`config.mk`:
```
export PLATFORM = sky130hd
export DESIGN_NAME = websocket_frame_decoder_unit_flat
export DESIGN_NICKNAME = d
export VERILOG_FILES = /design/src/rtl/wsfd_pkg.sv /design/src/rtl/wsfd_chan_if.sv /design/src/rtl/wsfd_parser.sv /design/src/rtl/websocket_frame_decoder_unit.sv /design/src/flat_wrapper.sv
export SDC_FILE = /design/constraint.sdc
export NUM_CORES = 1
export LEC_CHECK = 0
export ABC_AREA = 1
export BUFFER_PORTS_ARGS = -buffer_cell sky130_fd_sc_hd__buf_2
export CORE_AREA = 2 2 39 41
export CTS_BUF_LIST = sky130_fd_sc_hd__clkbuf_8
export DETAILED_ROUTE_END_ITERATION = 10
export DIE_AREA = 0 0 41 43
export HOLD_SLACK_MARGIN = 0.06
export PLACE_DENSITY = 0.47
export SLEW_MARGIN = 20
export SYNTH_ARGS = -nofsm -noshare
export SYNTH_HDL_FRONTEND = slang
export SYNTH_SLANG_ARGS = --single-unit
export TNS_END_PERCENT = 10
```
`constraint.sdc`:
```
create_clock -name clk_i -period 2.15 [get_ports clk_i]
set_input_delay 0.215 -clock clk_i [delete_from_list [all_inputs] [get_ports clk_i]]
set_output_delay 0.215 -clock clk_i [all_outputs]
set_load 0.005 [all_outputs]
```
`src/rtl/wsfd_pkg.sv`:
```
`default_nettype none

package wsfd_pkg;

  // default width of the accepted payload length
  localparam int unsigned DEFAULT_PAYLOAD_LENGTH_BITS = 32;

  // opcodes of the frame header
  localparam logic [3:0] OP_CONT  = 4'd0;
  localparam logic [3:0] OP_TEXT  = 4'd1;
  localparam logic [3:0] OP_BIN   = 4'd2;
  localparam logic [3:0] OP_CLOSE = 4'd8;
  localparam logic [3:0] OP_PING  = 4'd9;
  localparam logic [3:0] OP_PONG  = 4'd10;

  // 7-bit length codes that select an extended length
  localparam logic [6:0] LEN_EXT16 = 7'd126;
  localparam logic [6:0] LEN_EXT64 = 7'd127;

  // header sizes in bytes, key not included
  localparam logic [3:0] HDR_BASE  = 4'd2;
  localparam logic [3:0] HDR_EXT16 = 4'd4;
  localparam logic [3:0] HDR_EXT64 = 4'd10;
  localparam logic [3:0] KEY_BYTES = 4'd4;

  typedef enum logic [2:0] {
    ST_PENDING = 3'd0,
    ST_OK      = 3'd1,
    ST_BADOP   = 3'd2,
    ST_TRUNC   = 3'd3,
    ST_CTLCUT  = 3'd4,
    ST_LONG    = 3'd5
  } status_e;

  typedef enum logic [5:0] {
    PH_HDR0 = 6'b000001,
    PH_HDR1 = 6'b000010,
    PH_EXT  = 6'b000100,
    PH_KEY  = 6'b001000,
    PH_PAY  = 6'b010000,
    PH_SKIP = 6'b100000
  } phase_e;

  typedef struct packed {
    logic [7:0] data_byte;
    logic       last_byte;
  } in_beat_t;

  typedef struct packed {
    logic [7:0]  out_byte;
    logic        out_valid;
    logic        done_res;
    status_e     status;
    logic [3:0]  frame_opcode;
    logic [31:0] frame_payload_length;
    logic [32:0] consumed_length;
    logic        frame_masked;
  } out_beat_t;

endpackage

`default_nettype wire

```
`src/rtl/wsfd_chan_if.sv`:
```
`default_nettype none

interface wsfd_chan_if #(
  parameter type T = logic
) ();
  logic valid;
  logic ready;
  T     payload;

  modport source (output valid, output payload, input ready);
  modport sink (input valid, input payload, output ready);
endinterface

`default_nettype wire

```
`src/rtl/wsfd_parser.sv`:
```
`default_nettype none

module wsfd_parser #(
  parameter int unsigned PAYLOAD_LENGTH_BITS = wsfd_pkg::DEFAULT_PAYLOAD_LENGTH_BITS
) (
  input  wire logic                clk_i,
  input  wire logic                rst_ni,
  input  wire logic                step_i,
  input  wire wsfd_pkg::in_beat_t  beat_i,
  input  wire logic                payload_enable_i,
  output wsfd_pkg::out_beat_t      result_o
);
  import wsfd_pkg::*;

  localparam int unsigned POS_W     = PAYLOAD_LENGTH_BITS + 1;
  localparam int unsigned LEN_REG_W = (PAYLOAD_LENGTH_BITS > 32) ? PAYLOAD_LENGTH_BITS : 32;
  localparam int unsigned CMP_W     = (POS_W + 1 > LEN_REG_W + 1) ? POS_W + 1 : LEN_REG_W + 1;

  function automatic logic opcode_ok(input logic [3:0] op);
    return op == OP_CONT || op == OP_TEXT || op == OP_BIN ||
           op == OP_CLOSE || op == OP_PING || op == OP_PONG;
  endfunction

  function automatic logic opcode_control(input logic [3:0] op);
    return op == OP_CLOSE || op == OP_PING || op == OP_PONG;
  endfunction

  phase_e               phase_q, phase_d;
  logic [POS_W-1:0]     pos_q, pos_d;
  logic [3:0]           hl_q, hl_d;
  logic [LEN_REG_W-1:0] plen_q, plen_d;
  logic                 sticky_q, sticky_d;
  logic                 ovf_q, ovf_d;
  logic                 badop_q, badop_d;
  logic [31:0]          key_q, key_d;
  logic [3:0]           op_q, op_d;
  logic                 mask_q, mask_d;

  logic [CMP_W-1:0]     len;
  logic [3:0]           fh_now, fh_next;
  logic [CMP_W-1:0]     frame_end;
  logic [1:0]           key_idx;
  logic [7:0]           key_byte;

  // running length and header sizes
  assign len       = CMP_W'(pos_q) + CMP_W'(1);
  assign pos_d     = (&pos_q) ? pos_q : pos_q + POS_W'(1);
  assign fh_now    = hl_q + (mask_q ? KEY_BYTES : 4'd0);
  assign fh_next   = hl_d + (mask_d ? KEY_BYTES : 4'd0);
  assign frame_end = CMP_W'(fh_next) + CMP_W'(plen_d);

  // key byte for the current payload position
  assign key_idx = pos_q[1:0] - fh_now[1:0];
  always_comb begin
    unique case (key_idx)
      2'd0:    key_byte = key_q[31:24];
      2'd1:    key_byte = key_q[23:16];
      2'd2:    key_byte = key_q[15:8];
      default: key_byte = key_q[7:0];
    endcase
  end

  // header parse and payload unmask for one byte
  always_comb begin
    logic [6:0] l7;
    l7       = beat_i.data_byte[6:0];
    phase_d  = phase_q;
    hl_d     = hl_q;
    plen_d   = plen_q;
    sticky_d = sticky_q;
    ovf_d    = ovf_q;
    badop_d  = badop_q;
    key_d    = key_q;
    op_d     = op_q;
    mask_d   = mask_q;
    result_o = '0;

    unique case (phase_q)
      PH_HDR0: begin
        op_d = beat_i.data_byte[3:0];
        if (opcode_ok(beat_i.data_byte[3:0])) begin
          phase_d = PH_HDR1;
        end else begin
          badop_d = 1'b1;
          phase_d = PH_SKIP;
        end
      end
      PH_HDR1: begin
        mask_d = beat_i.data_byte[7];
        if (l7 == LEN_EXT16) begin
          hl_d    = HDR_EXT16;
          phase_d = PH_EXT;
        end else if (l7 == LEN_EXT64) begin
          hl_d    = HDR_EXT64;
          phase_d = PH_EXT;
        end else begin
          hl_d   = HDR_BASE;
          plen_d = LEN_REG_W'(l7);
          if (beat_i.data_byte[7]) begin
            phase_d = PH_KEY;
          end else begin
            phase_d = (l7 == 7'd0) ? PH_SKIP : PH_PAY;
          end
        end
      end
      PH_EXT: begin
        sticky_d = sticky_q | (|plen_q[LEN_REG_W-1 -: 8]);
        plen_d   = {plen_q[LEN_REG_W-9:0], beat_i.data_byte};
        if (len == CMP_W'(hl_q)) begin
          if (sticky_d || (|(plen_d >> PAYLOAD_LENGTH_BITS))) begin
            ovf_d   = 1'b1;
            phase_d = PH_SKIP;
          end else if (mask_q) begin
            phase_d = PH_KEY;
          end else begin
            phase_d = (plen_d == '0) ? PH_SKIP : PH_PAY;
          end
        end
      end
      PH_KEY: begin
        key_d = {key_q[23:0], beat_i.data_byte};
        if (len == CMP_W'(fh_now)) begin
          phase_d = (plen_q == '0) ? PH_SKIP : PH_PAY;
        end
      end
      PH_PAY: begin
        if (payload_enable_i) begin
          result_o.out_byte  = beat_i.data_byte ^ key_byte;
          result_o.out_valid = 1'b1;
        end
        if (len == frame_end) begin
          phase_d = PH_SKIP;
        end
      end
      PH_SKIP: begin
      end
      default: begin
        phase_d = PH_SKIP;
      end
    endcase

    result_o.frame_opcode         = op_d;
    result_o.frame_payload_length = plen_d[31:0];
    result_o.frame_masked         = mask_d;
    result_o.done_res             = beat_i.last_byte;
    result_o.status               = ST_PENDING;

    // verdict on the segment's last byte
    if (beat_i.last_byte) begin
      priority if (len <= CMP_W'(2)) begin
        result_o.status = ST_TRUNC;
      end else if (badop_d) begin
        result_o.status = ST_BADOP;
      end else if (len <= CMP_W'(hl_d)) begin
        result_o.status = ST_TRUNC;
      end else if (ovf_d) begin
        result_o.status = ST_LONG;
      end else if (mask_d && len <= CMP_W'(fh_next)) begin
        if (opcode_control(op_d)) begin
          result_o.status          = ST_CTLCUT;
          result_o.consumed_length = 33'(hl_d);
        end else begin
          result_o.status = ST_TRUNC;
        end
      end else if (len < frame_end) begin
        result_o.status = ST_TRUNC;
      end else begin
        result_o.status          = ST_OK;
        result_o.consumed_length = frame_end[32:0];
      end
    end
  end

  // segment state, back to reset after each last byte
  always_ff @(posedge clk_i or negedge rst_ni) begin
    if (!rst_ni) begin
      phase_q  <= PH_HDR0;
      pos_q    <= '0;
      hl_q     <= HDR_BASE;
      plen_q   <= '0;
      sticky_q <= 1'b0;
      ovf_q    <= 1'b0;
      badop_q  <= 1'b0;
      key_q    <= '0;
      op_q     <= '0;
      mask_q   <= 1'b0;
    end else if (step_i) begin
      if (beat_i.last_byte) begin
        phase_q  <= PH_HDR0;
        pos_q    <= '0;
        hl_q     <= HDR_BASE;
        plen_q   <= '0;
        sticky_q <= 1'b0;
        ovf_q    <= 1'b0;
        badop_q  <= 1'b0;
        key_q    <= '0;
        op_q     <= '0;
        mask_q   <= 1'b0;
      end else begin
        phase_q  <= phase_d;
        pos_q    <= pos_d;
        hl_q     <= hl_d;
        plen_q   <= plen_d;
        sticky_q <= sticky_d;
        ovf_q    <= ovf_d;
        badop_q  <= badop_d;
        key_q    <= key_d;
        op_q     <= op_d;
        mask_q   <= mask_d;
      end
    end
  end

endmodule

`default_nettype wire

```
`src/rtl/websocket_frame_decoder_unit.sv`:
```
// WebSocket frame decoder: parses the frame at the start of each segment and
// unmasks its payload.
//
// in_ch carries one segment byte per beat plus a last-byte flag. out_ch gives
// exactly one result beat per input beat: the unmasked payload byte when the
// byte is payload and payload output is on, the header fields seen so far,
// and on the segment's last byte the final status and consumed length.
// cfg_ch writes the one-bit payload enable; it is always ready and is meant
// to be written only while no beats are in flight.
//
// Throughput is one byte per clock while out_ch is ready. A beat accepted into
// the input register is parsed from it, and its result beat shows on out_ch
// from the result register: an input register, the parse and unmask
// logic, and a result register. The wide add and compare of header plus
// payload length against the byte count sits in that parse logic.
// Reset clears all segment state and sets payload enable to 1. When out_ch
// stalls, the result register and the input register both hold; in_ch drops
// ready once both are full and out_ch is not ready.
`default_nettype none

module websocket_frame_decoder_unit #(
  parameter int unsigned PAYLOAD_LENGTH_BITS = wsfd_pkg::DEFAULT_PAYLOAD_LENGTH_BITS
) (
  input  wire logic    clk_i,
  input  wire logic    rst_ni,
  wsfd_chan_if.sink    in_ch,
  wsfd_chan_if.source  out_ch,
  wsfd_chan_if.sink    cfg_ch
);
  import wsfd_pkg::*;

  logic      in_valid_q;
  in_beat_t  in_beat_q;
  logic      out_valid_q;
  out_beat_t out_beat_q;
  out_beat_t result;
  logic      enable_q;
  logic      step;

  // parse step moves the held beat into the result register
  assign step        = in_valid_q && (!out_valid_q || out_ch.ready);
  assign in_ch.ready = !in_valid_q || step;

  // configuration write
  assign cfg_ch.ready = 1'b1;
  always_ff @(posedge clk_i or negedge rst_ni) begin
    if (!rst_ni) begin
      enable_q <= 1'b1;
    end else if (cfg_ch.valid && cfg_ch.ready) begin
      enable_q <= cfg_ch.payload;
    end
  end

  // input register
  always_ff @(posedge clk_i or negedge rst_ni) begin
    if (!rst_ni) begin
      in_valid_q <= 1'b0;
    end else if (in_ch.ready) begin
      in_valid_q <= in_ch.valid;
    end
  end

  always_ff @(posedge clk_i) begin
    if (in_ch.valid && in_ch.ready) begin
      in_beat_q <= in_ch.payload;
    end
  end

  wsfd_parser #(
    .PAYLOAD_LENGTH_BITS(PAYLOAD_LENGTH_BITS)
  ) u_parser (
    .clk_i           (clk_i),
    .rst_ni          (rst_ni),
    .step_i          (step),
    .beat_i          (in_beat_q),
    .payload_enable_i(enable_q),
    .result_o        (result)
  );

  // result register
  always_ff @(posedge clk_i or negedge rst_ni) begin
    if (!rst_ni) begin
      out_valid_q <= 1'b0;
    end else if (step) begin
      out_valid_q <= 1'b1;
    end else if (out_ch.ready) begin
      out_valid_q <= 1'b0;
    end
  end

  always_ff @(posedge clk_i) begin
    if (step) begin
      out_beat_q <= result;
    end
  end

  assign out_ch.valid   = out_valid_q;
  assign out_ch.payload = out_beat_q;

  // a last byte always yields a final verdict in the next result beat
  a_last_gives_done: assert property (@(posedge clk_i) disable iff (!rst_ni)
    step && in_beat_q.last_byte |=> out_valid_q && out_beat_q.done_res)
    else $error("last byte did not produce a done result");

  // status is pending exactly on beats that are not the segment's last
  a_done_status: assert property (@(posedge clk_i) disable iff (!rst_ni)
    out_valid_q |-> (out_beat_q.done_res == (out_beat_q.status != ST_PENDING)))
    else $error("status and done flag disagree");

  // a consumed length is reported only for an accepted frame or a cut control frame
  a_consumed_only_ok: assert property (@(posedge clk_i) disable iff (!rst_ni)
    out_valid_q && (out_beat_q.consumed_length != '0) |->
      (out_beat_q.status == ST_OK || out_beat_q.status == ST_CTLCUT))
    else $error("consumed length on a failed frame");

endmodule

`default_nettype wire
```
`src/flat_wrapper.sv`:
```
// flat-port wrapper written by rule: the top's interface ports become plain ports
module websocket_frame_decoder_unit_flat import wsfd_pkg::*;
#(
  parameter int unsigned PAYLOAD_LENGTH_BITS = wsfd_pkg::DEFAULT_PAYLOAD_LENGTH_BITS
)
  (clk_i, rst_ni, in_ch_valid, in_ch_payload, in_ch_ready, out_ch_valid, out_ch_payload, out_ch_ready, cfg_ch_valid, cfg_ch_payload, cfg_ch_ready);
  wsfd_chan_if in_ch_i ();
  wsfd_chan_if out_ch_i ();
  wsfd_chan_if cfg_ch_i ();
  input  wire logic clk_i;
  input  wire logic rst_ni;
  input wire logic [$bits(in_ch_i.valid)-1:0] in_ch_valid;
  input wire logic [$bits(in_ch_i.payload)-1:0] in_ch_payload;
  output wire logic [$bits(in_ch_i.ready)-1:0] in_ch_ready;
  output wire logic [$bits(out_ch_i.valid)-1:0] out_ch_valid;
  output wire logic [$bits(out_ch_i.payload)-1:0] out_ch_payload;
  input wire logic [$bits(out_ch_i.ready)-1:0] out_ch_ready;
  input wire logic [$bits(cfg_ch_i.valid)-1:0] cfg_ch_valid;
  input wire logic [$bits(cfg_ch_i.payload)-1:0] cfg_ch_payload;
  output wire logic [$bits(cfg_ch_i.ready)-1:0] cfg_ch_ready;
  assign in_ch_i.valid = in_ch_valid;
  assign in_ch_i.payload = in_ch_payload;
  assign in_ch_ready = in_ch_i.ready;
  assign out_ch_valid = out_ch_i.valid;
  assign out_ch_payload = out_ch_i.payload;
  assign out_ch_i.ready = out_ch_ready;
  assign cfg_ch_i.valid = cfg_ch_valid;
  assign cfg_ch_i.payload = cfg_ch_payload;
  assign cfg_ch_ready = cfg_ch_i.ready;
  websocket_frame_decoder_unit #(.PAYLOAD_LENGTH_BITS(PAYLOAD_LENGTH_BITS)) u_core (.clk_i(clk_i), .rst_ni(rst_ni), .in_ch(in_ch_i), .out_ch(out_ch_i), .cfg_ch(cfg_ch_i));
endmodule
```
Word level (Yosys, flattened, before mapping)
Index checks and enable logic that the tools add are counted.
Cells by class
  muxes and demuxes: 23
  add/subtract/negate cells: 5
  reductions and logical operators: 15
  bitwise gates (word level): 1
  equality and inequality tests: 14
Operators with widths (number)
  $eq 34x4->1: 2
  $mux 33: 2
  $logic_not 32->1: 2
  $pmux 32 s2: 1
  $mux 6: 8
  $add 33x1->34 const B: 1
  $eq 34x33->1: 1
  $add 33x1->33 const B: 1
  $add 4x32->33: 1
  $reduce_and 33->1: 1
  $mux 32: 1
  $pmux 6 s5: 1
  $ne 3x2->1 const B: 3
  $add 4x3->4: 2
  $mux 4: 2
  $reduce_or 8->1: 1
  $eq 6x1->1 const B: 1
  $eq 6x2->1 const B: 1
  $eq 6x3->1 const B: 1
  $eq 6x4->1 const B: 1
  $eq 6x5->1 const B: 1
  $eq 6x6->1 const B: 1
  $mux 1: 6
  $mux 3: 2
  8 further kinds: 14
Storage, ports and cells
  bits in registers: 81
  output and inout port bits: 4
  word-level logic and storage cells: 68

Longest topological paths before layout
Gate-level depths: netlist of the first run.
  depth in word-level cells: 9
  mapped depth: 6
  gate-level depth less buffers: 6

By module
Synthesis of the first run repeated with hierarchy kept, for this count alone.
Second synthesis, totals
  cells, all modules: 1377
  area total of the unflattened synthesis: 9482.8 µm²
By module, submodules not included
  wsfd_parser: seq. area each 2880.3 µm², cells an instance 1356, times used 1, area each 9273.9 µm²
  websocket_frame_decoder_unit: seq. area each 136.4 µm², cells an instance 21, times used 1, area each 209.0 µm²

Least setup slack after synthesis of the first run
OpenSTA, ideal clock, no wires.
  path type: register to register
  start point: reg u_core.out_valid_q, in the netlist u_core.out_ch.valid
  end point: reg u_core.in_beat_q[0] (netlist bit), enable pin
  path buffers: 0
  stages on the path, launching flop included: 4
  setup slack: 1181 ps
  data required time: 1860 ps
  clock period less this slack: 969 ps
  setup time: 290 ps
  arrival time: 679 ps
  cells stage by stage: dfrtp_1 nand3_1 nand2_1 inv_1
On the way
  longest elaborated chain between the ends: 5
RTL lines
  start, declared: RTL line websocket_frame_decoder_unit.sv:34  | logic out_valid_q;
  start signal, assigned: RTL line websocket_frame_decoder_unit.sv:83  | out_valid_q <= 1'b0;
  start signal, assigned: RTL line websocket_frame_decoder_unit.sv:85  | out_valid_q <= 1'b1;
  start signal, assigned: RTL line websocket_frame_decoder_unit.sv:87  | out_valid_q <= 1'b0;
  $logic_not 1->1: RTL line websocket_frame_decoder_unit.sv:41  | assign step = in_valid_q && (!out_valid_q || out_ch.ready);
  $logic_or 1x1->1: RTL line websocket_frame_decoder_unit.sv:41
  $logic_and 1x1->1: RTL line websocket_frame_decoder_unit.sv:41
  $logic_or 1x1->1: RTL line websocket_frame_decoder_unit.sv:42  | assign in_ch.ready = !in_valid_q || step;
  via in_ch_ready: RTL line flat_wrapper.sv:14  | output wire logic [$bits(in_ch_i.ready)-1:0] in_ch_ready;
  $logic_and 1x1->1: RTL line websocket_frame_decoder_unit.sv:64  | if (in_ch.valid && in_ch.ready) begin
  end signal, assigned: RTL line websocket_frame_decoder_unit.sv:65  | in_beat_q <= in_ch.payload;
  end, declared: RTL line websocket_frame_decoder_unit.sv:33  | in_beat_t in_beat_q;
The timed path passes the listed nets, and every way through them passes these cells.
A chain may end at the register's enable or synchronous reset.

Worst setup path after layout of the first run
  start point: reg u_core.out_valid_q, in the netlist u_core.out_ch.valid
  end point: out in_ch_ready
On the way
  longest elaborated chain between the ends: 4
RTL lines (RTL line)
  $logic_not 1->1: websocket_frame_decoder_unit.sv:41
  $logic_or 1x1->1: websocket_frame_decoder_unit.sv:41
  $logic_and 1x1->1: websocket_frame_decoder_unit.sv:41
  $logic_or 1x1->1: websocket_frame_decoder_unit.sv:42
  end, declared: flat_wrapper.sv:14
No other way between the ends.

==> flow_summary.rst, run 1 <==
.. list-table::
   :header-rows: 1

   * - Metric
     - Value
   * - Result of the run
     - finished clean
   * - Prevailing post-synth register cell
     - sky130_fd_sc_hd__dfrtp_1
   * - Clk sink count
     - 8
   * - Cell types with the largest area share after synthesis
     - sky130_fd_sc_hd__dfrtp_1, sky130_fd_sc_hd__edfxtp_1, sky130_fd_sc_hd__nand2_1
   * - Fin crit share
     - 52.1%
   * - Largest net degree at the start of global routing
     - 7
   * - Non-Filler Cell Area, Final
     - 488 um^2
   * - Number of setup violations in the final report
     - 0
   * - Type of the worst min-delay path
     - in2reg
   * - Clock tree root driver cell
     - sky130_fd_sc_hd__clkbuf_8
   * - Half-perimeter wire length after detailed placement
     - 536 um
   * - Total number of yosys warnings
     - 0
   * - Port Buf Inserts
     - 7
   * - Congestion Overflow GR
     - 0
   * - Post-cts repair resize count
     - 0
   * - Share of the synthesized netlist area taken by xor and xnor gates
     - 0%
   * - Req. time, crit path
     - 1930 ps
   * - Mean instance size in the synthesized netlist
     - 8.03 um^2
   * - Share of flip-flops with an asynchronous set or reset after synthesis
     - 75.0%
   * - Pre-antenna DRT Iters
     - 2
   * - Register area share after synthesis
     - 54.9%
   * - VDD IR-drop max
     - 0.407 mV
   * - Crit end category
     - output port
   * - Hold Crit Start
     - in_ch_payload
   * - CTS tree
     - built
   * - Antenna diodes
     - 0
   * - RSZ-0062 raised after global routing
     - no
   * - CTS clk-pin slew, worst paths
     - 40 ps
   * - Sum of negative setup slack
     - 0 ps
   * - Global-route wire length before repair
     - 1170 um
   * - Portion of netlist area occupied by mux cells
     - 0%
   * - Clock latency on the worst-skew pair
     - 220 ps
   * - Classification of the worst setup path
     - reg2out
   * - Crit path launch type
     - register
   * - Mapped cell area
     - 385 um^2
   * - Mean routed wirelength per cell
     - 8.41 um
   * - Routability cong.
     - 0.647
   * - Post-Place Cell Area
     - 433 um^2
   * - Area share of fa/ha/maj cells after synthesis
     - 0%
   * - Met2 global-route usage
     - 15.3%
   * - Most common cell in the netlist
     - sky130_fd_sc_hd__nand2_1
   * - Via count of the first global-routing pass
     - 293
   * - Post-synth top cells
     - sky130_fd_sc_hd__nand2_1, sky130_fd_sc_hd__inv_1, sky130_fd_sc_hd__dfrtp_1
   * - Simple-gate share of the synthesized area
     - 28.6%
   * - Initial antenna violation count
     - 0
   * - Number of distinct library cells after synthesis
     - 14
   * - Post-Route Skew
     - 2.30 ps
   * - H-tree levels
     - 1
   * - Area share of the largest cell type after synthesis
     - 32.5%
   * - Initial Utilization
     - 27.8%
   * - Share of post-route cells with drive strength above 1
     - 28.8%
   * - Number of nets in the final layout
     - 67
   * - Compound-Gate Fraction of Synth Area
     - 4.87%
   * - Site row count
     - 14
   * - Power density cells
     - 1060 nW/um^2
   * - Count of endpoints failing hold in the final timing report
     - 0
   * - Number of pins with negative max-slew slack in the final report
     - 0
   * - Final ANT Viol Nets
     - 0
   * - GR Util All Layers
     - 10.2%
   * - Met1 Resource Use GR
     - 11.7%
   * - Largest buffer count on any clock path
     - 2
   * - Ports
     - 11
   * - Static Leakage
     - 0.000261 uW
   * - Post-synthesis cell count
     - 48
   * - Data arrival time at the worst-slack endpoint
     - 900 ps
   * - Die outline height
     - 43 um
   * - Cell type with the highest aggregate area in the netlist
     - sky130_fd_sc_hd__dfrtp_1
   * - Post-Route WL
     - 631 um
   * - Largest family of logic cells by synthesized area
     - simple AND/OR/NAND/NOR gates
   * - Area enclosed by the die boundary
     - 1760 um^2
   * - Core footprint
     - 1380 um^2
   * - Worst Setup SP
     - u_core.out_ch.valid
   * - DRC
     - 0
   * - Number of fillers in the final layout
     - 163
   * - Number of violations reported at the end of detailed-routing iteration 0
     - 5
   * - Area growth, synth to finish
     - 26.6%
   * - Worst slack after detailed placement
     - 1170 ps
   * - Post-synthesis sequential element count
     - 8
   * - Horizontal extent of the die
     - 41 um
   * - Largest driver fanout on the critical path
     - 4
   * - Final critical delay including setup and external delays
     - 1120 ps
   * - Critical R2R Launch
     - u_core.in_beat_q[0]
   * - Max-Cap Viols
     - 0
   * - Post-DR vias/cell
     - 3.93
   * - Number of enable flip-flop cells after synthesis
     - 2
   * - Number of buffers added by the clock tree synthesis step
     - 3
   * - Number of nets produced by synthesis
     - 55
   * - Fin worst setup slack
     - 1030 ps
   * - Routing layer with the top usage in global route
     - met2
   * - Max Clock Freq
     - 893 MHz
   * - Via Count
     - 295
   * - Met3 Use GR
     - 3.66%
## power breakdown
group | internal [uW] | leakage [uW] | total (uW) | switching [uW]
sequential | 202 | 0.0000901 | 229 | 27.6
clock | 123 | 0.0000269 | 179 | 55.3
combinational | 45.8 | 0.000144 | 110 | 64.2
total | 371 | 0.000261 | 518 | 147
## registers in the layout (all words and copies together) (netlist names)
| signal | count |
|---|---|
| u_core.u_parser.phase_q | 3 |
| u_core.in_valid_q | 1 |
| u_core.u_parser.mask_q | 1 |
| u_core.in_beat_q | 1 |
| u_core.out_ch.valid | 1 |
| u_core.out_ch.payload | 1 |
## routing by layer
layer / vias up / wire (um)
met5: - / 0
met1: 125 / 272
li1: 163 / -
met2: 7 / 326
met3: 0 / 32
met4: 0 / 0
## critical path: stages (launching register included)
cell and delay (ps):
sky130_fd_sc_hd__dfrtp_1 410, sky130_fd_sc_hd__nand3_1 130, sky130_fd_sc_hd__buf_2 150
## what timing repair did
item / 4_1_cts / 5_1_grt
hold endpoints to repair: 6 / 0
setup buffers: 0 / 0
hold buffers: 1 / 0
## final timing paths
path / endpoint / slack (ps) / cells past startpoint
worst max-delay path: in_ch_ready / 1030 / 2
worst min-delay path: u_core.in_beat_q[0] / 160 / 1
worst max register to register: u_core.u_parser.phase_q[1] / 1170 / 6
worst min register to register: u_core.u_parser.mask_q / 490 / 2
max in group asynchronous: u_core.u_parser.phase_q[0] / 1580 / 2
min in group asynchronous: u_core.in_valid_q / 340 / 2
## cell families after synthesis
kind of cell,count (synthesis)
buffers and inverters,10
and+or+nand+nor,26
other,1
DFF,8
AOI/OAI and AO/OA,3
## cell type report
cell class              count  area, um^2  share of cell area, %
multi-input cells          30         133                   27.2
flip-flops and latches      8         211                   43.3
clock buffers               3        41.3                   8.46
well taps                  16        20.0                   4.10
repair buffers              8        45.0                   9.23
inverters                   9        33.8                   6.92
clock inverters             1        3.75                  0.769
## metrics by stage
| stage | total power [uW] | hold slack [ps] | instances | util (%) |
|---|---|---|---|---|
| 4_1_cts | 529 | 159 | 75 | 35.3 |
| 5_1_grt | 564 | 163 | 75 | 35.3 |
| 3_5_place_dp | 343 | 49.4 | 70 | 31.3 |
| 6_report | 518 | 165 | 75 | 35.3 |
| 3_3_place_gp | 340 | 50.8 | 70 | 31.3 |
| 2_1_floorplan | 310 | -80.6 | 48 | - |
## layout by cell type (no fill, tap or decap)
master / count
sky130_fd_sc_hd__nand2_1: 16
sky130_fd_sc_hd__inv_1: 8
sky130_fd_sc_hd__buf_2: 7
sky130_fd_sc_hd__dfrtp_1: 5
sky130_fd_sc_hd__nand3_1: 4
sky130_fd_sc_hd__nor2_1: 3
sky130_fd_sc_hd__clkbuf_8: 3
sky130_fd_sc_hd__inv_2: 2
sky130_fd_sc_hd__nand2_2: 2
sky130_fd_sc_hd__o21ai_1: 2
sky130_fd_sc_hd__edfxtp_1: 2
sky130_fd_sc_hd__a21oi_2: 1
sky130_fd_sc_hd__nor2_2: 1
sky130_fd_sc_hd__conb_1: 1
sky130_fd_sc_hd__dlygate4sd3_1: 1
sky130_fd_sc_hd__dfstp_2: 1
Power figures use the tool's default switching activity.
==> run 2, diff against run 1 <==
ABC_AREA = 0   (was 1)
PLACE_DENSITY = 0.45   (was 0.47)
clock period = 1 ns   (was 2.15 ns; I/O delays follow)
==> flow_summary.rst, run 2 <==
.. list-table::
   :header-rows: 1

   * - Metric
     - Value
   * - Number of violations reported at the end of detailed-routing iteration 0
     - 1 (-4)
   * - Count of endpoints failing hold in the final timing report
     - 0 (unchanged)
   * - Final core area utilization
     - 35.6% (+0.36 points)
   * - Largest driver fanout on the critical path
     - 3 (-1)
   * - Most common cell in the netlist
     - sky130_fd_sc_hd__dfrtp_1
   * - Global-route wire length before repair
     - 938 um (-20%)
   * - Combined flip-flop and latch cell area
     - 211 um^2 (unchanged)
   * - Register area share after synthesis
     - 60.6% (+5.7 points)
   * - Antenna diodes
     - 0 (unchanged)
   * - Horizontal extent of the die
     - 41 um (unchanged)
   * - Largest buffer count on any clock path
     - 2 (unchanged)
   * - Mean routed wirelength per cell
     - 9.19 um (+9.2%)
   * - Final critical delay including setup and external delays
     - 1010 ps
   * - Area enclosed by the die boundary
     - 1760 um^2 (unchanged)
   * - Site row count
     - 14 (unchanged)
   * - DRC
     - 0 (unchanged)
   * - Largest register by flop count
     - u_core.u_parser.phase_q
   * - Clock tree root driver cell
     - sky130_fd_sc_hd__clkbuf_8
   * - Worst hold slack
     - 69.2 ps (-95.3 ps)
   * - Delay of the slowest cell on the worst path
     - 400 ps (about the same)
   * - Power density cells
     - 1900 nW/um^2 (+79%)
   * - Commonest non-fill, non-tap cell in the layout
     - sky130_fd_sc_hd__buf_2
   * - Via count of the first global-routing pass
     - 246 (-16%)
   * - Critical R2R Launch
     - u_core.u_parser.phase_q[0]
   * - Post-synth top cells
     - sky130_fd_sc_hd__dfrtp_1, sky130_fd_sc_hd__inv_1, sky130_fd_sc_hd__nand2b_1
   * - Initial Utilization
     - 25.2% (-2.6 points)
   * - Fin crit share
     - 101%
   * - Multi-input gate area in the final layout
     - 128 um^2 (-3.8%)
   * - Count of buffering cells on the critical path with inverters included
     - 1 (unchanged)
   * - RSZ-0062 raised after global routing
     - yes
   * - Die outline height
     - 43 um (unchanged)
   * - Number of fillers in the final layout
     - 133 (-18%)
   * - CTS tree
     - built
   * - Crit path launch type
     - register
   * - Static Leakage
     - 0.000234 uW (-10%)
   * - Hold Crit Start
     - in_ch_valid
   * - Routability cong.
     - 0.694 (+7.2%)
   * - Most used cells in the layout excluding fill and tap cells
     - sky130_fd_sc_hd__buf_2, sky130_fd_sc_hd__dfrtp_1, sky130_fd_sc_hd__inv_1
   * - Core footprint
     - 1380 um^2 (unchanged)
   * - Data arrival time at the worst-slack endpoint
     - 910 ps (about the same)
   * - Port Buf Inserts
     - 7 (unchanged)
   * - Area share of the largest cell type after synthesis
     - 35.8% (+3.4 points)
   * - VDD IR-drop max
     - 0.777 mV (+91%)
   * - Number of nets produced by synthesis
     - 34 (-38%)
   * - Family with the most delay on the worst path
     - flip-flops
   * - Mapped cell area
     - 349 um^2 (-9.4%)
   * - Max-Cap Viols
     - 0 (unchanged)
   * - Ports
     - 11 (unchanged)
   * - Classification of the worst setup path
     - reg2out
   * - Clock latency on the worst-skew pair
     - 230 ps (about the same)
   * - Mean instance size in the synthesized netlist
     - 12.9 um^2 (+61%)
   * - Sum of negative setup slack
     - -12.1 ps (-12.1 ps)
   * - Crit-path slowest cell
     - sky130_fd_sc_hd__dfrtp_1
   * - Largest net degree at the start of global routing
     - 7 (unchanged)
   * - Number of distinct library cells after synthesis
     - 17 (+3)
   * - Result of the run
     - complete, but fails checks
   * - Post-Route WL
     - 533 um (-16%)
   * - GR Util All Layers
     - 8.44% (-1.7 points)
   * - Fin worst setup slack
     - -12.1 ps (-1040 ps)
   * - Area growth, synth to finish
     - 41.2%
   * - Number of setup violations in the final report
     - 1 (+1)
   * - Clk sink count
     - 8 (unchanged)
   * - Cell types with the largest area share after synthesis
     - sky130_fd_sc_hd__dfrtp_1, sky130_fd_sc_hd__edfxtp_1, sky130_fd_sc_hd__dfstp_2
   * - Cell type with the highest aggregate area in the netlist
     - sky130_fd_sc_hd__dfrtp_1
   * - Number of nets in the final layout
     - 50 (-25%)
   * - Post CTS Setup Buffer Count
     - 0 (unchanged)
   * - Pre-antenna DRT Iters
     - 3 (+1)
   * - Post-synthesis sequential element count
     - 8 (unchanged)
   * - Share of flip-flops with an asynchronous set or reset after synthesis
     - 75.0% (unchanged)
   * - Number of enable flip-flop cells after synthesis
     - 2 (unchanged)
   * - Share of post-route cells with drive strength above 1
     - 42.9% (+14 points)
   * - H-tree levels
     - 1 (unchanged)
   * - Total number of yosys warnings
     - 0 (unchanged)
   * - Flip-flop count of the largest register, all copies and words added
     - 3 (unchanged)
   * - Final ANT Viol Nets
     - 0 (unchanged)
   * - Crit end category
     - output port
   * - Number of buffers added by the clock tree synthesis step
     - 3 (unchanged)
   * - Violations in the final reports
     - negative setup slack
   * - Post-synthesis cell count
     - 27 (-44%)
   * - Via Count
     - 235 (-20%)
   * - Initial antenna violation count
     - 0 (unchanged)
   * - Congestion Overflow GR
     - 0 (unchanged)
   * - CTS clk-pin slew, worst paths
     - 40 ps (about the same)
   * - Post-DR vias/cell
     - 4.05 (+3.0%)
   * - Max Clock Freq
     - 988 MHz
   * - Req. time, crit path
     - 900 ps (-1030 ps)
   * - Post-Route Skew
     - 3.84 ps (+1.54 ps)
   * - Worst-path cell chain
     - nand3b_1, buf_2
   * - Half-perimeter wire length after detailed placement
     - 434 um (-19%)
   * - Number of pins with negative max-slew slack in the final report
     - 0 (unchanged)
   * - Prevailing post-synth register cell
     - sky130_fd_sc_hd__dfrtp_1
   * - Type of the worst min-delay path
     - in2reg
   * - Worst Setup SP
     - u_core.in_valid_q
[run 2: metrics by stage]
stage	area, um^2	std cells	setup slack [ps]	total power [uW]
floorplan	349	27	6.18	479
global placement	419	52	2.65	535
detailed placement	419	52	-5.70	537
CTS	484	58	-21.9	947
global route	493	58	-68.6	995
finish	493	58	-12.1	939
[run 2: path summary, 6_finish.rpt]
path                                              endpoint  slack [ps]  cells after the start
worst max register to register      u_core.u_parser.mask_q          20                      2
worst min-delay path                     u_core.in_valid_q          70                      2
min in group asynchronous              u_core.out_ch.valid         240                      2
worst min register to register      u_core.u_parser.mask_q         500                      1
max in group asynchronous       u_core.u_parser.phase_q[0]         540                      2
worst max-delay path                           in_ch_ready         -10                      2
[run 2: area by class of cell]
type | count | share of cell area, %
timing repair buffer | 12 | 15.7
clock inverter | 1 | 0.761
clock buffer | 3 | 8.38
tap | 16 | 4.06
inverter | 3 | 2.28
sequential | 8 | 42.9
multi-input combinational | 15 | 25.9
[run 2: where the power goes]
group	leakage [uW]	switching, uW	internal, uW
Combinational	0.000116	59.5	82.0
Sequential	0.0000908	26.8	380
Clock	0.0000269	124	265
Total	0.000234	211	728
[run 2: logic make-up (layout without fill, tap and decap cells)]
group | Yosys count | in the layout | share of synthesized area (%)
AO/OA/AOI/OAI | 4 | 4 | 8.60
buffers and inverters | 4 | 19 | 5.38
flip-flops | 8 | 8 | 60.6
multiplexers | 2 | 2 | 6.45
other | 1 | 1 | 1.07
AND/OR/NAND/NOR | 8 | 8 | 17.9
[run 2: layer usage]
layer  track usage [%]  part of all wire (%)  up-vias
li1                  -                     -      119
met1              9.73                    46      107
met2              11.3                    44        7
met3              4.71                   7.5        2
met4              6.00                   3.0        0
met5                 0                     0        -
[run 2: repair_timing]
item / 4_1_cts / 5_1_grt
endpoints found under the setup margin: 3 / 5
pin swaps: 0 / 3
cloned: 0 / 0
hold buffers: 2 / 0
gates resized for setup: 0 / 2
endpoints found under the hold margin: 7 / 0
==> run 3, diff against run 2 <==
REMOVE_ABC_BUFFERS = 1   (was not set)
==> flow_summary.rst, run 3 (same netlist as run 2, synthesis figures left out) <==
.. list-table::
   :header-rows: 1

   * - Metric
     - Value
   * - Core footprint
     - 1380 um^2 (unchanged)
   * - Placed instance count
     - 51 (-1.9%)
   * - CTS tree
     - built
   * - Via count of the first global-routing pass
     - 294 (+20%)
   * - Max Clock Freq
     - 978 MHz (-0.99%)
   * - Die outline height
     - 43 um (unchanged)
   * - Initial Utilization
     - 25.2% (unchanged)
   * - Crit end category
     - output port
   * - Fin crit share
     - 102% (+1.0 points)
   * - Register-to-register path setup slack
     - 0 ps (-20 ps)
   * - Number of setup violations in the final report
     - 2 (+1)
   * - Site row count
     - 14 (unchanged)
   * - Count of cells along the worst hold path
     - 2 (unchanged)
   * - VDD IR-drop max
     - 0.839 mV (+8.0%)
   * - Number of violations reported at the end of detailed-routing iteration 0
     - 3 (+2)
   * - Power density cells
     - 1910 nW/um^2 (+0.48%)
   * - Final core area utilization
     - 36.2% (+0.54 points)
   * - Depth of the most critical reg-to-reg path
     - 2 (unchanged)
   * - Result of the run
     - complete, but fails checks
   * - Horizontal extent of the die
     - 41 um (unchanged)
   * - Antenna diodes
     - 0 (unchanged)
   * - Post-DR vias/cell
     - 4.22 (+4.3%)
   * - Number of nets in the final layout
     - 50 (unchanged)
   * - Hold Crit Start
     - in_ch_valid
   * - Sw frac
     - 23.4% (+0.99 points)
   * - Initial antenna violation count
     - 0 (unchanged)
   * - Type of the worst min-delay path
     - in2reg
   * - Clock latency on the worst-skew pair
     - 230 ps (about the same)
   * - Comb power frac
     - 15.8% (+0.7 points)
   * - Post-Route Skew
     - 2.30 ps (-1.54 ps)
   * - Largest register by flop count
     - u_core.u_parser.phase_q
   * - Total chip power
     - 957 uW (+2.0%)
   * - Pre-antenna DRT Iters
     - 2 (-1)
   * - Fin worst setup slack
     - -22.2 ps (-10.1 ps)
   * - Ports
     - 11 (unchanged)
   * - Req. time, crit path
     - 900 ps (about the same)
   * - Data arrival time at the worst-slack endpoint
     - 920 ps (about the same)
   * - Via Count
     - 245 (+4.3%)
   * - Mean routed wirelength per cell
     - 11.8 um (+28%)
   * - Routability cong.
     - 0.679 (-2.2%)
   * - Worst hold slack
     - 87.3 ps (+18.1 ps)
   * - Clock tree root driver cell
     - sky130_fd_sc_hd__clkbuf_8
   * - Switching power of the nets
     - 224 uW (+6.5%)
   * - Congestion Overflow GR
     - 0 (unchanged)
   * - DRC
     - 0 (unchanged)
   * - Crit path launch type
     - register
   * - Internal power
     - 733 uW (+0.71%)
   * - Clk sink count
     - 8 (unchanged)
   * - RSZ-0062 raised after global routing
     - yes
   * - Commonest non-fill, non-tap cell in the layout
     - sky130_fd_sc_hd__buf_2
   * - Share of post-route cells with drive strength above 1
     - 47.6% (+4.8 points)
   * - CTS clk-pin slew, worst paths
     - 40 ps (about the same)
   * - Area growth, synth to finish
     - 43.4%
   * - Max-Cap Viols
     - 0 (unchanged)
   * - Violations in the final reports
     - negative setup slack
   * - Most used cells in the layout excluding fill and tap cells
     - sky130_fd_sc_hd__buf_2, sky130_fd_sc_hd__inv_1, sky130_fd_sc_hd__dfrtp_1
   * - Final critical delay including setup and external delays
     - 1020 ps (+10.1 ps)
   * - Global-route wire length before repair
     - 1200 um (+28%)
   * - Area enclosed by the die boundary
     - 1760 um^2 (unchanged)
   * - Sum of negative setup slack
     - -26.7 ps (-14.5 ps)
   * - Number of pins with negative max-slew slack in the final report
     - 0 (unchanged)
   * - Post-Route WL
     - 684 um (+28%)
   * - Final ANT Viol Nets
     - 0 (unchanged)
   * - Number of buffers added by the clock tree synthesis step
     - 3 (unchanged)
   * - Flip-flop count of the largest register, all copies and words added
     - 3 (unchanged)
   * - Port Buf Inserts
     - 7 (unchanged)
   * - Static Leakage
     - 0.000233 uW (-0.17%)
   * - Crit Reg-Reg Endpoint
     - u_core.u_parser.mask_q
   * - Layout Cells excl Fill
     - 58 (unchanged)
   * - GR Util All Layers
     - 11.1% (+2.7 points)
   * - H-tree levels
     - 1 (unchanged)
   * - Critical R2R Launch
     - u_core.u_parser.phase_q[5]
   * - Count of endpoints failing hold in the final timing report
     - 0 (unchanged)
   * - Largest driver fanout on the critical path
     - 4 (+1)
   * - Clock power share
     - 41.2% (-0.3 points)
   * - Largest net degree at the start of global routing
     - 7 (unchanged)
   * - Capture endpoint of the worst hold path
     - u_core.in_valid_q
   * - Register share of total power
     - 43.0% (-0.4 points)
   * - Half-perimeter wire length after detailed placement
     - 496 um (+14%)
   * - Classification of the worst setup path
     - reg2out
   * - Largest buffer count on any clock path
     - 2 (unchanged)
run 3: metrics by stage:
step	worst slack [ps]	instance area [um^2]
floorplan	6.18	342
global placement	-6.43	412
detailed placement	-29.8	412
CTS	-44.5	485
global route	-63.8	500
finish	-22.2	500
run 3: layout make-up:
| type | count | area [um^2] |
|---|---|---|
| timing repair buffer | 12 | 77.6 |
| tap | 16 | 20.0 |
| fill | 146 | 883 |
| clock inverter | 1 | 3.75 |
| inverter | 3 | 11.3 |
| sequential | 8 | 213 |
| clock buffer | 3 | 41.3 |
| multi-input combinational | 15 | 134 |
run 3: how the worst max path moves through the flow:
| stage | start | to | slack, ps | cells after the start |
|---|---|---|---|---|
| after global routing | u_core.in_valid_q | in_ch_ready | -60 | 2 |
| after CTS | u_core.in_valid_q | in_ch_ready | -40 | 2 |
| final | u_core.in_valid_q | in_ch_ready | -20 | 2 |
| after detailed placement | u_core.u_parser.phase_q[1] | u_core.u_parser.mask_q | -30 | 3 |
| after global placement | u_core.u_parser.phase_q[1] | u_core.u_parser.mask_q | -6 | 3 |
| after floorplan | u_core.out_ch.valid | u_core.u_parser.phase_q[1] | 6 | 3 |
run 3: repair_timing:
item / in CTS / in global routing
endpoints found under the hold margin: 7 / 0
hold buffers: 2 / 0
buffers inserted: 1 / 0
resized for setup: 1 / 3
endpoints found under the setup margin: 3 / 6
pin swaps: 2 / 2
run 3: power by group through the flow:
stage / clock, uW / combinational [uW] / sequential, uW
after global placement: 0 / 117 / 412
after global routing: 430 / 172 / 417
after detailed placement: 0 / 121 / 415
after floorplan: 0 / 66.2 / 410
final: 394 / 152 / 412
after CTS: 417 / 132 / 411
run 3: metal layers:
layer / share of wire (%) / routed length (um) / global-route usage [%]
met5: 0 / 0 / 0
met4: 1.2 / 8 / 12.0
met3: 3.8 / 26 / 3.14
met2: 54 / 369 / 16.3
met1: 41 / 280 / 11.2
run 3: critical path: stages (launching register included):
cell and delay (ps):
sky130_fd_sc_hd__dfrtp_2 430, sky130_fd_sc_hd__nand3b_1 130, sky130_fd_sc_hd__buf_2 130
